[src/hw/rtl/tcw_fifo.sv]
`timescale 1ns / 1ps

module tcw_fifo #(
	parameter int WIDTH = 8,
	parameter int DEPTH = 2
) (
	input  logic             clk,
	input  logic             arst_n,
	input  logic             push,
	input  logic [WIDTH-1:0] wdata,
	input  logic             pop,
	output logic             full,
	output logic             empty,
	output logic [WIDTH-1:0] rdata
);

	localparam int PW = (DEPTH > 1) ? $clog2(DEPTH) : 1;
	localparam int CW = $clog2(DEPTH + 1);

	logic [WIDTH-1:0] slot_q [DEPTH];
	logic [PW-1:0]    wr_ptr_q;
	logic [PW-1:0]    rd_ptr_q;
	logic [CW-1:0]    count_q;
	logic             do_push;
	logic             do_pop;

	function automatic logic [PW-1:0] next_ptr(input logic [PW-1:0] p);
		return (p == PW'(DEPTH - 1)) ? '0 : p + 1'b1;
	endfunction

	assign full    = (count_q == CW'(DEPTH));
	assign empty   = (count_q == '0);
	assign do_push = push & ~full;
	assign do_pop  = pop & ~empty;
	assign rdata   = slot_q[rd_ptr_q];

	always_ff @(posedge clk) begin
		if (do_push) begin
			slot_q[wr_ptr_q] <= wdata;
		end
	end

	always_ff @(posedge clk or negedge arst_n) begin
		if (!arst_n) begin
			wr_ptr_q <= '0;
			rd_ptr_q <= '0;
			count_q  <= '0;
		end else begin
			if (do_push) begin
				wr_ptr_q <= next_ptr(wr_ptr_q);
			end
			if (do_pop) begin
				rd_ptr_q <= next_ptr(rd_ptr_q);
			end
			count_q <= count_q + CW'(do_push) - CW'(do_pop);
		end
	end

endmodule

[config.mk]
export PLATFORM = sky130hd
export DESIGN_NAME = tcw_fifo
export DESIGN_NICKNAME = d
export VERILOG_FILES = /design/src/hw/rtl/tcw_fifo.sv
export SDC_FILE = /design/constraint.sdc
export NUM_CORES = 1
export LEC_CHECK = 0
export BUFFER_PORTS_ARGS = -buffer_cell sky130_fd_sc_hd__buf_2
export CAP_MARGIN = 10
export CORE_AREA = 4 4 44 46
export DETAILED_ROUTE_END_ITERATION = 12
export DIE_AREA = 0 0 48 50
export PLACE_DENSITY = 0.74
export SETUP_SLACK_MARGIN = 0.2
export SKIP_CTS_REPAIR_TIMING = 1
export SYNTH_ARGS = -nofsm -noshare
export SYNTH_HDL_FRONTEND = slang
export SYNTH_SLANG_ARGS = --single-unit
[constraint.sdc]
create_clock -name clk -period 2.1 [get_ports clk]
set_input_delay 0.525 -clock clk [delete_from_list [all_inputs] [get_ports clk]]
set_output_delay 0.525 -clock clk [all_outputs]
set_load 0.01 [all_outputs]
==> flow_metrics.tcl <==
set metrics [dict create \
    status "finished, final reports clean" \
    slew_violations 0 \
    num_io_pins 22 \
    routed_wl_um 1090 \
    cts_tree "built" \
    place_area_um2 905.9 \
    viasPerCell 4.800 \
    worstSetupEndpointType "primary output" \
    worst_slew_pin_slew_ns 0.3901 \
    synth.distinct_cells 14 \
    final_nets 84 \
    clock.fmax_mhz 552.5 \
    pre_cts_slack_ns 0.4544 \
    p_total_mw 1.219 \
    htree_levels 1 \
    dieArea_um2 2400 \
    cts-root-buf "clkbuf_4" \
    syn-num-nets 57 \
    powerDensity_nw_per_um2 1292 \
    clockBufferDepth 2 \
    cp.arrival_ns 1.28 \
    drtIter0Drc 0 \
    syn_area_per_cell_um2 18.24 \
    start_kind "flop" \
    period_share 0.8618 \
    relSlewSlack 0.7399 \
    ys_seq_area_frac 0.7400 \
    place_inst 80 \
    ys_ff_latch 20 \
    row_count 14 \
    drcViolationCount 0 \
    dp_hpwl_um 786.4 \
    grt_pass1_vias 381 \
    area_delta_synth_final_pct 20.26 \
    grt_max_degree 12 \
    vdd_drop_max_uv 721.8 \
    grt_use_total 0.1071 \
    p_leak_nw 0.3924 \
    hp-class "input port to flop" \
    design_area_um2 943.4 \
    ant_nets 0 \
    maxCapViolCount 0 \
    dieHeight_um 50 \
    period_needed_ns 1.810 \
    core-area_um2 1506 \
    start_util 0.5208 \
    port_buffers 21 \
    clk-insertion-delay-late_ns 0.29 \
    yosys_warnings 0 \
    worstSetupPathType "flop to primary output" \
    grt_overflow 0 \
    grt_first_pass_wirelength_um 1752 \
    final.setup_skew_ns 0.003319 \
    finalWorstSetupSlack_ns 0.2902 \
    crit_path_max_fanout 9 \
    wire_per_inst_um 12.82 \
    postSynthCellCount 43 \
    tns_ns 0 \
    fin_cells 85 \
    rsz0062_at_grt "no" \
    drive_gt1_frac 0.5217 \
    setup_viol 0 \
    clkTransAtPathRegs_ns 0.10 \
    syn_area_um2 784.5 \
    gp_routability_congestion 0.6617 \
    crit_required_ns 1.57 \
    via_count 408 \
    drt_pass1_iterations 1 \
    grt_antenna_before_repair 0 \
    hold_viol_final 0 \
    cts_buffers 3 \
    reg2reg_slack_ns 0.57 \
    die_x_um 48 \
    diodes 0 \
    clock-sinks 20 \
]
==> where the power goes <==
part,total (mW),internal (mW),switching (mW)
clock network,0.176,0.0690,0.107
logic,0.413,0.219,0.194
registers,0.629,0.556,0.0727
==> layer usage <==
| layer | global-route usage | routed length, um |
|---|---|---|
| met5 | 0 | 0 |
| met1 | 0.1489 | 475 |
| met4 | 0.05381 | 0 |
| met2 | 0.1476 | 534 |
| met3 | 0.03273 | 80 |
==> path summary, 6_finish.rpt <==
check                      startpoint            to  cells past startpoint
max                          rd_ptr_q      rdata[3]                      2
min reg2reg                  wr_ptr_q      wr_ptr_q                      1
min in group asynchronous      arst_n      wr_ptr_q                      2
max reg2reg                count_q[1]    count_q[1]                      7
min                          wdata[4]  slot_q[0][4]                      1
max in group asynchronous      arst_n      rd_ptr_q                      2
==> flip-flops by register name (all words and copies together), names as in the netlist <==
name      flops
count_q       2
rd_ptr_q      1
slot_q       16
wr_ptr_q      1
==> synthesized netlist by cell type <==
cell	instances	area, um2
ha_1	2	25.02
inv_1	2	7.510
dfrtp_1	4	100.1
mux2_2	8	90.09
nor2b_2	1	8.760
xnor2_1	3	26.28
nor2_1	1	3.750
edfxtp_1	16	480.5
nor2_2	1	6.260
buf_6	1	11.26
nand2b_1	1	6.260
nand2_1	1	3.750
xor2_1	1	8.760
and3_1	1	6.260
==> cells in the final DEF, fill, tap and decap left out <==
| cell | Yosys | layout |
|---|---|---|
| dfrtp_2 | 0 | 1 |
| buf_2 | 0 | 21 |
| xnor2_1 | 3 | 3 |
| and3_1 | 1 | 1 |
| nor2_2 | 1 | 1 |
| nand2_1 | 1 | 1 |
| nor2b_2 | 1 | 1 |
| dfrtp_1 | 4 | 3 |
| edfxtp_1 | 16 | 16 |
| clkbuf_4 | 0 | 3 |
| buf_4 | 0 | 1 |
| inv_1 | 2 | 2 |
| mux2_2 | 8 | 8 |
| xor2_1 | 1 | 1 |
| ha_1 | 2 | 2 |
| clkinv_1 | 0 | 1 |
| nor2_1 | 1 | 1 |
| dlygate4sd3_1 | 0 | 1 |
| nand2b_1 | 1 | 1 |
==> per-stage QoR <==
step / util / hold WS [ns]
after floorplan: - / 0.2294
after global placement: 0.6013 / 0.3364
after detailed placement: 0.6013 / 0.3394
after CTS: 0.6188 / 0.007325
after global routing: 0.6262 / 0.3919
final: 0.6262 / 0.4148
==> cell families after synthesis <==
family | Yosys count | share of synthesized area
xor+xnor | 4 | 0.04467
fa+ha+maj | 2 | 0.03189
buf+inv | 3 | 0.02393
flops | 20 | 0.7400
mux | 8 | 0.1148
simple gates | 6 | 0.04467
==> final cells by class <==
| type | count | area (um2) |
|---|---|---|
| Clock buffer | 3 | 22.52 |
| Timing Repair Buffer | 23 | 122.6 |
| Clock inverter | 1 | 3.754 |
| Inverter | 2 | 7.507 |
| Sequential cell | 20 | 581.8 |
| Multi-Input combinational cell | 20 | 185.2 |
| Fill cell | 106 | 563.0 |
| Tap cell | 16 | 20.02 |
==> worst max-delay path, stage by stage (launching register included) <==
cell and delay [ns]:
dfrtp_2 0.50, mux2_2 0.36, buf_2 0.14
Note: power is estimated with default switching activity, not from simulation.
