==> src/hw/rtl/tcw_pkg.sv <==
`timescale 1ns / 1ps

package tcw_pkg;

	localparam int COLUMNS_DEF = 80;
	localparam int ROWS_DEF    = 25;
	localparam int OPQ_DEPTH   = 2;
	localparam int RESQ_DEPTH  = 2;
	localparam int TAB_STOP    = 8;

	localparam logic [15:0] BLANK_CELL = 16'h0F20;
	localparam logic [7:0]  ATTR_RESET = 8'h03;

	localparam logic [7:0] CH_BS       = 8'h08;
	localparam logic [7:0] CH_TAB      = 8'h09;
	localparam logic [7:0] CH_LF       = 8'h0A;
	localparam logic [7:0] CH_FF       = 8'h0C;
	localparam logic [7:0] CH_CR       = 8'h0D;
	localparam logic [7:0] CH_SPACE    = 8'h20;
	localparam logic [7:0] CH_PRINT_LO = 8'h20;
	localparam logic [7:0] CH_PRINT_HI = 8'h7F;

	typedef enum logic [3:0] {
		OP_NOP,
		OP_PRINT,
		OP_BS,
		OP_TAB,
		OP_CR,
		OP_LF,
		OP_FF,
		OP_READ,
		OP_READ_OOR
	} op_kind_t;

	typedef struct packed {
		logic [15:0] read_data;
		logic [6:0]  cursor_column;
		logic [4:0]  cursor_row;
		logic [10:0] cursor_location;
	} res_t;

endpackage

==> src/hw/rtl/tcw_front.sv <==
`timescale 1ns / 1ps

module tcw_front import tcw_pkg::*; #(
	parameter int COLUMNS = COLUMNS_DEF,
	parameter int ROWS    = ROWS_DEF,
	localparam int CELL_W = $clog2(COLUMNS * ROWS),
	localparam int OP_W   = $bits(op_kind_t) + 8 + CELL_W
) (
	input  logic            push,
	output logic            full,
	input  logic            cmd,
	input  logic [7:0]      char_code,
	input  logic [10:0]     read_address,
	input  logic            busy,
	input  logic            q_full,
	output logic            q_push,
	output logic [OP_W-1:0] q_op
);

	localparam int CELLS = COLUMNS * ROWS;

	op_kind_t kind;

	always_comb begin
		if (cmd) begin
			kind = (32'(read_address) < CELLS) ? OP_READ : OP_READ_OOR;
		end else begin
			unique case (char_code)
				CH_BS:   kind = OP_BS;
				CH_TAB:  kind = OP_TAB;
				CH_LF:   kind = OP_LF;
				CH_FF:   kind = OP_FF;
				CH_CR:   kind = OP_CR;
				default: kind = (char_code >= CH_PRINT_LO && char_code <= CH_PRINT_HI) ?
					OP_PRINT : OP_NOP;
			endcase
		end
	end

	assign full   = q_full | busy;
	assign q_push = push & ~full;
	assign q_op   = {kind, char_code, CELL_W'(read_address)};

endmodule

==> config.mk <==
export PLATFORM = sky130hd
export DESIGN_NAME = tcw_front
export DESIGN_NICKNAME = d
export VERILOG_FILES = /design/src/hw/rtl/tcw_pkg.sv /design/src/hw/rtl/tcw_front.sv
export SDC_FILE = /design/constraint.sdc
export NUM_CORES = 1
export LEC_CHECK = 0
export ABC_CLOCK_PERIOD_IN_PS = 1600
export BUFFER_PORTS_ARGS = -buffer_cell sky130_fd_sc_hd__buf_4
export CAP_MARGIN = 5
export CORE_AREA = 2 2 39 41
export DETAILED_ROUTE_END_ITERATION = 8
export DIE_AREA = 0 0 41 43
export RECOVER_POWER = 25
export SYNTH_ARGS = -nofsm -noshare
export SYNTH_HDL_FRONTEND = slang
export SYNTH_SLANG_ARGS = --single-unit
==> constraint.sdc <==
create_clock -name vclk -period 1.6
set_clock_uncertainty 0.05 [all_clocks]
set_input_delay 0.4 -clock vclk [all_inputs]
set_output_delay 0.4 -clock vclk [all_outputs]
set_load 0.02 [all_outputs]
==> results of run 1 <==
per-layer routing:
metal	track usage	routed length, um	up-vias
met5	0	0	-
met2	0.128	353	29
met1	0.0696	211	134
met4	0	0	0
met3	0	148	0
li1	-	-	159
placed cells by master (no fill, tap or decap), drive strengths merged:
cell type  Yosys  layout
buf           19      42
a21oi          3       3
inv            2       2
o211ai         2       2
nor2           2       2
nor3b          1       1
nor2b          1       1
nor4           1       1
nand4          1       1
nand3          1       1
xor2           1       1
nand4b         1       1
o21bai         1       1
a31oi          1       1
or2            1       1
clkbuf         0       1
logic make-up (layout without fill, tap and decap cells):
logic type | Yosys count | in the layout | share of synthesized area
AND/OR/NAND/NOR | 9 | 9 | 0.254
XOR/XNOR | 1 | 1 | 0.0323
buffers and inverters | 21 | 45 | 0.553
AO/OA/AOI/OAI | 7 | 7 | 0.161
worst max path at each step:
stage | start | to | slack, ns | cells after the start
after floorplan | char_code[4] | q_op[19] | 0.02 | 3
after global placement | char_code[4] | q_op[19] | -0.16 | 5
after detailed placement | char_code[4] | q_op[19] | -0.17 | 5
after CTS | char_code[7] | q_op[19] | -0.11 | 5
after global routing | char_code[7] | q_op[19] | -0.15 | 5
final | char_code[7] | q_op[19] | -0.1 | 5
power groups by stage:
stage                      logic, W  registers, W  clock network, W
after floorplan           0.0000967             0                 0
after global placement     0.000148             0                 0
after detailed placement   0.000149             0                 0
after CTS                  0.000152             0                 0
after global routing       0.000161             0                 0
final                      0.000150             0                 0
final cells by class:
cell class / count / area, um^2
fillers: 161 / 888
inverters: 2 / 7.51
multi-input cells: 17 / 138
well taps: 16 / 20.0
repair buffers: 43 / 330
timing repair:
action / 4_1_cts / 5_1_grt
pin swaps: 7 / 1
setup endpoints to repair: 3 / 4
cloned: 0 / 0
gates resized for setup: 2 / 2
through the flow:
stage	total power, W	std cells
4_1_cts	0.000152	78
3_5_place_dp	0.000149	78
3_3_place_gp	0.000148	78
2_1_floorplan	0.0000967	38
5_1_grt	0.000161	78
6_report	0.000150	78
==> results.ini, run 1 <==
[setup_path]
timing.critical_path.slowest_cell_delay_ns=0.31
crit_required_ns=1.15
timing.critical_path.cells=buf_6 -> nor4_4 -> nand4b_1 -> a31oi_2 -> buf_4
critPathKind=in -> out
worst-path-max-fanout=3
endpoint_kind=output pin
critical_path_arrival_ns=1.25
setup.worst_path.start_class=input port
crit_path_top_delay_cell=nor4_4
critPathBufInv=2
cp_top_family=simple AND/OR/NAND/NOR gates

[place]
buffer_ports.inserted=40
gp_congestion=0.512
postPlaceCellArea_um2=485
worst_setup_slack_after_placement_ns=-0.165
post-dp-hpwl_um=633

[routing]
first_iter_violations=1
antenna_left=0
wirelength_um=714
drc=0
detail_route.first_pass.iterations=2
vias=322
routed_wire_length_per_instance_um=9.15
vias_per_cell=4.13

[layout]
seq_cell_count=0
area_overhead_of_the_layout_relative_to_synthesis_pct=82.5
post_route_cells_drive_above_1_share=0.774
stdcell_area_um2=495
n_clock_buffer=0
utilization=0.358
diodes=0
flip_flop_and_latch_area_um2=0
nNetsFinal=87

[power]
proportion_of_power_drawn_by_the_clock_network=0
power_density_nw_per_um2=303
seqPwrFrac=0
internal_power_w=0.0000793
power.static_leakage_nw=0.247
max-vdd-ir-drop_uv=80.3
net-switching-power_w=0.0000709
portion_of_total_power_attributed_to_combinational_logic=1.000
switching_share=0.472

[sta]
finalSetupTns_ns=-0.256
report.final.slew_viol_count=0
clock.fmax_mhz=589
timing.final.hold_violations=0
setup-violations-final=3
holdWs_ns=0.750
final_critical_path_share_of_the_clock_period=1.06
headroom_to_the_max_slew_limit=0.830
timing.final.ws_setup_ns=-0.0981
grt_setup_unrepaired=yes
timing_worst_slew_pin_value_ns=0.252
final.min_clock_period_ns=1.70

[status]
outcome=complete, but fails checks
failed_checks=setup timing

[yosys]
synth-seq-area-share=0
syn-mean-instance-area_um2=7.15
synthCells=38
synth.cell_area_um2=272
netlist_top_cells_area=buf_4, nor4_4, a21oi_1
synth.most_common_cell=buf_4
syn-num-nets=61
warnings_from_yosys=0
ys_types=15
post_synth_most_frequent_cells=buf_4, a21oi_1, inv_1, nor2_1, o211ai_1
synth_area_leader_cell=buf_4
yosysTopAreaCellShare=0.525

[global_routing]
globalRouteTotalUtil=0.0629
grt_overflow_total=0
grt_pass1_vias=228
grt_start_max_net_pins=6
first_pass_grt_wire_length_um=834
antenna_found_initial=0

[die]
die-height_um=43
fp.coreArea_um2=1380
placementRows=14
die_area_um2=1760
start_util=0.196
io_pins=48
die_width_um=41

[job]
number_of_max_cap_violations=0

[clock_network]
postCtsSetupBuffers=0
post_cts_hold_buffer_count=0

[worst_hold_path]
beginning_of_the_worst_hold_path=read_address[1]
hold_end=q_op[1]
hold_path_class=in -> out
min_delay_path_depth=0

No activity file was read; power rests on OpenSTA's default activity.
==> run 2: changes to the inputs <==
- PLACE_DENSITY: not set -> 0.64
==> run 2 against run 1 <==
Effect of this change:
- the run still ends with setup timing left
- via count fell by 1.9%
- non-clock buffer count did not move
- count of clock-buffer cells in the layout did not move
- final cell count did not move
- worst hold slack did not move
- critical endpoint unchanged
- highest routed layer unchanged
==> results.ini, run 2 (same netlist as run 1, synthesis figures left out) <==
[sta]
final.min_clock_period_ns=1.70
report.final.slew_viol_count=0
timing.final.hold_violations=0
final_critical_path_share_of_the_clock_period=1.06
headroom_to_the_max_slew_limit=0.778
finalSetupTns_ns=-0.251
timing_worst_slew_pin_value_ns=0.331
setup-violations-final=3
holdWs_ns=0.750
clock.fmax_mhz=589
grt_setup_unrepaired=yes
timing.final.ws_setup_ns=-0.0971

[layout]
post_route_cells_drive_above_1_share=0.758
mostFrequentLayoutCell=buf_4
stdcell_area_um2=497
seq_cell_count=0
nNetsFinal=87
area_overhead_of_the_layout_relative_to_synthesis_pct=82.9
flip_flop_and_latch_area_um2=0
diodes=0
n_clock_buffer=0

[setup_path]
setup.worst_path.start_class=input port
worst-path-max-fanout=3
critical_path_arrival_ns=1.25
critPathKind=in -> out
endpoint_kind=output pin
crit_required_ns=1.15

[place]
gp_congestion=0.653
postPlaceCellArea_um2=478
buffer_ports.inserted=40

[die]
start_util=0.196
die_width_um=41
io_pins=48
fp.coreArea_um2=1380
placementRows=14
die-height_um=43
die_area_um2=1760

[worst_hold_path]
beginning_of_the_worst_hold_path=read_address[0]
min_delay_path_depth=0
hold_end=q_op[0]
hold_path_class=in -> out

[global_routing]
grt_start_max_net_pins=6
antenna_found_initial=0
first_pass_grt_wire_length_mm=1.05
grt_pass1_vias=267
grt_overflow_total=0
globalRouteTotalUtil=0.0789

[routing]
vias_per_cell=4.05
first_iter_violations=0
vias=316
antenna_left=0
detail_route.first_pass.iterations=1
drc=0
routed_wire_length_per_instance_um=9.24
wirelength_um=721

[status]
outcome=complete, but fails checks
failed_checks=setup timing

[clock_network]
post_cts_hold_buffer_count=0

[job]
number_of_max_cap_violations=0

[power]
seqPwrFrac=0
switching_share=0.468
power_density_nw_per_um2=304
proportion_of_power_drawn_by_the_clock_network=0
power.static_leakage_nw=0.248
net-switching-power_w=0.0000706
portion_of_total_power_attributed_to_combinational_logic=1.000
internal_power_w=0.0000802
max-vdd-ir-drop_uv=97.8

-- run 2: cell counts in the layout (fill, tap and decap cells not counted) --
No cell type changed its count.
-- run 2: layout make-up --
class | count | area [um^2]
Timing Repair Buffer | 43 | 334
Fill cell | 151 | 887
Inverter | 2 | 7.51
Tap cell | 16 | 20.0
Multi-Input combinational cell | 17 | 135
-- run 2: power groups by stage --
stage	clock network [W]	registers, W	logic [W]
floorplan	0	0	0.0000967
global placement	0	0	0.000146
detailed placement	0	0	0.000147
CTS	0	0	0.000151
global route	0	0	0.000162
finish	0	0	0.000151
-- run 2: repair_timing --
action	4_1_cts	5_1_grt
gates resized for setup	3	1
buffers inserted	0	1
pin swaps	5	2
endpoints found under the setup margin	3	3
-- run 2: critical path, stage by stage --
cell,delay (ns)
buf_8,0.10
nor4_4,0.30
nand4b_1,0.15
a31oi_2,0.14
buf_4,0.16
-- run 2: worst max-delay path by stage --
stage                           to  slack, ns  depth (start not counted)          from
after detailed placement  q_op[19]      -0.16                          5  char_code[4]
after CTS                 q_op[19]      -0.10                          5  char_code[7]
after global routing      q_op[19]      -0.16                          5  char_code[7]
final                     q_op[19]       -0.1                          5  char_code[7]
after global placement    q_op[19]      -0.15                          5  char_code[4]
after floorplan           q_op[19]       0.02                          3  char_code[4]
-- run 2: through the flow --
stage	total power (W)	setup WS [ns]	utilization	instances
2_1_floorplan	0.0000967	0.0151	-	38
3_3_place_gp	0.000146	-0.154	0.345	77
5_1_grt	0.000162	-0.161	0.359	78
3_5_place_dp	0.000147	-0.157	0.345	77
4_1_cts	0.000151	-0.104	0.354	77
6_report	0.000151	-0.0971	0.359	78
-- run 2: layer usage --
layer	global-route usage	share of wire	vias up
met5	0	0	-
met4	0	0	0
met3	0.0105	0.16	0
met2	0.156	0.54	23
met1	0.0854	0.30	134
li1	-	-	159
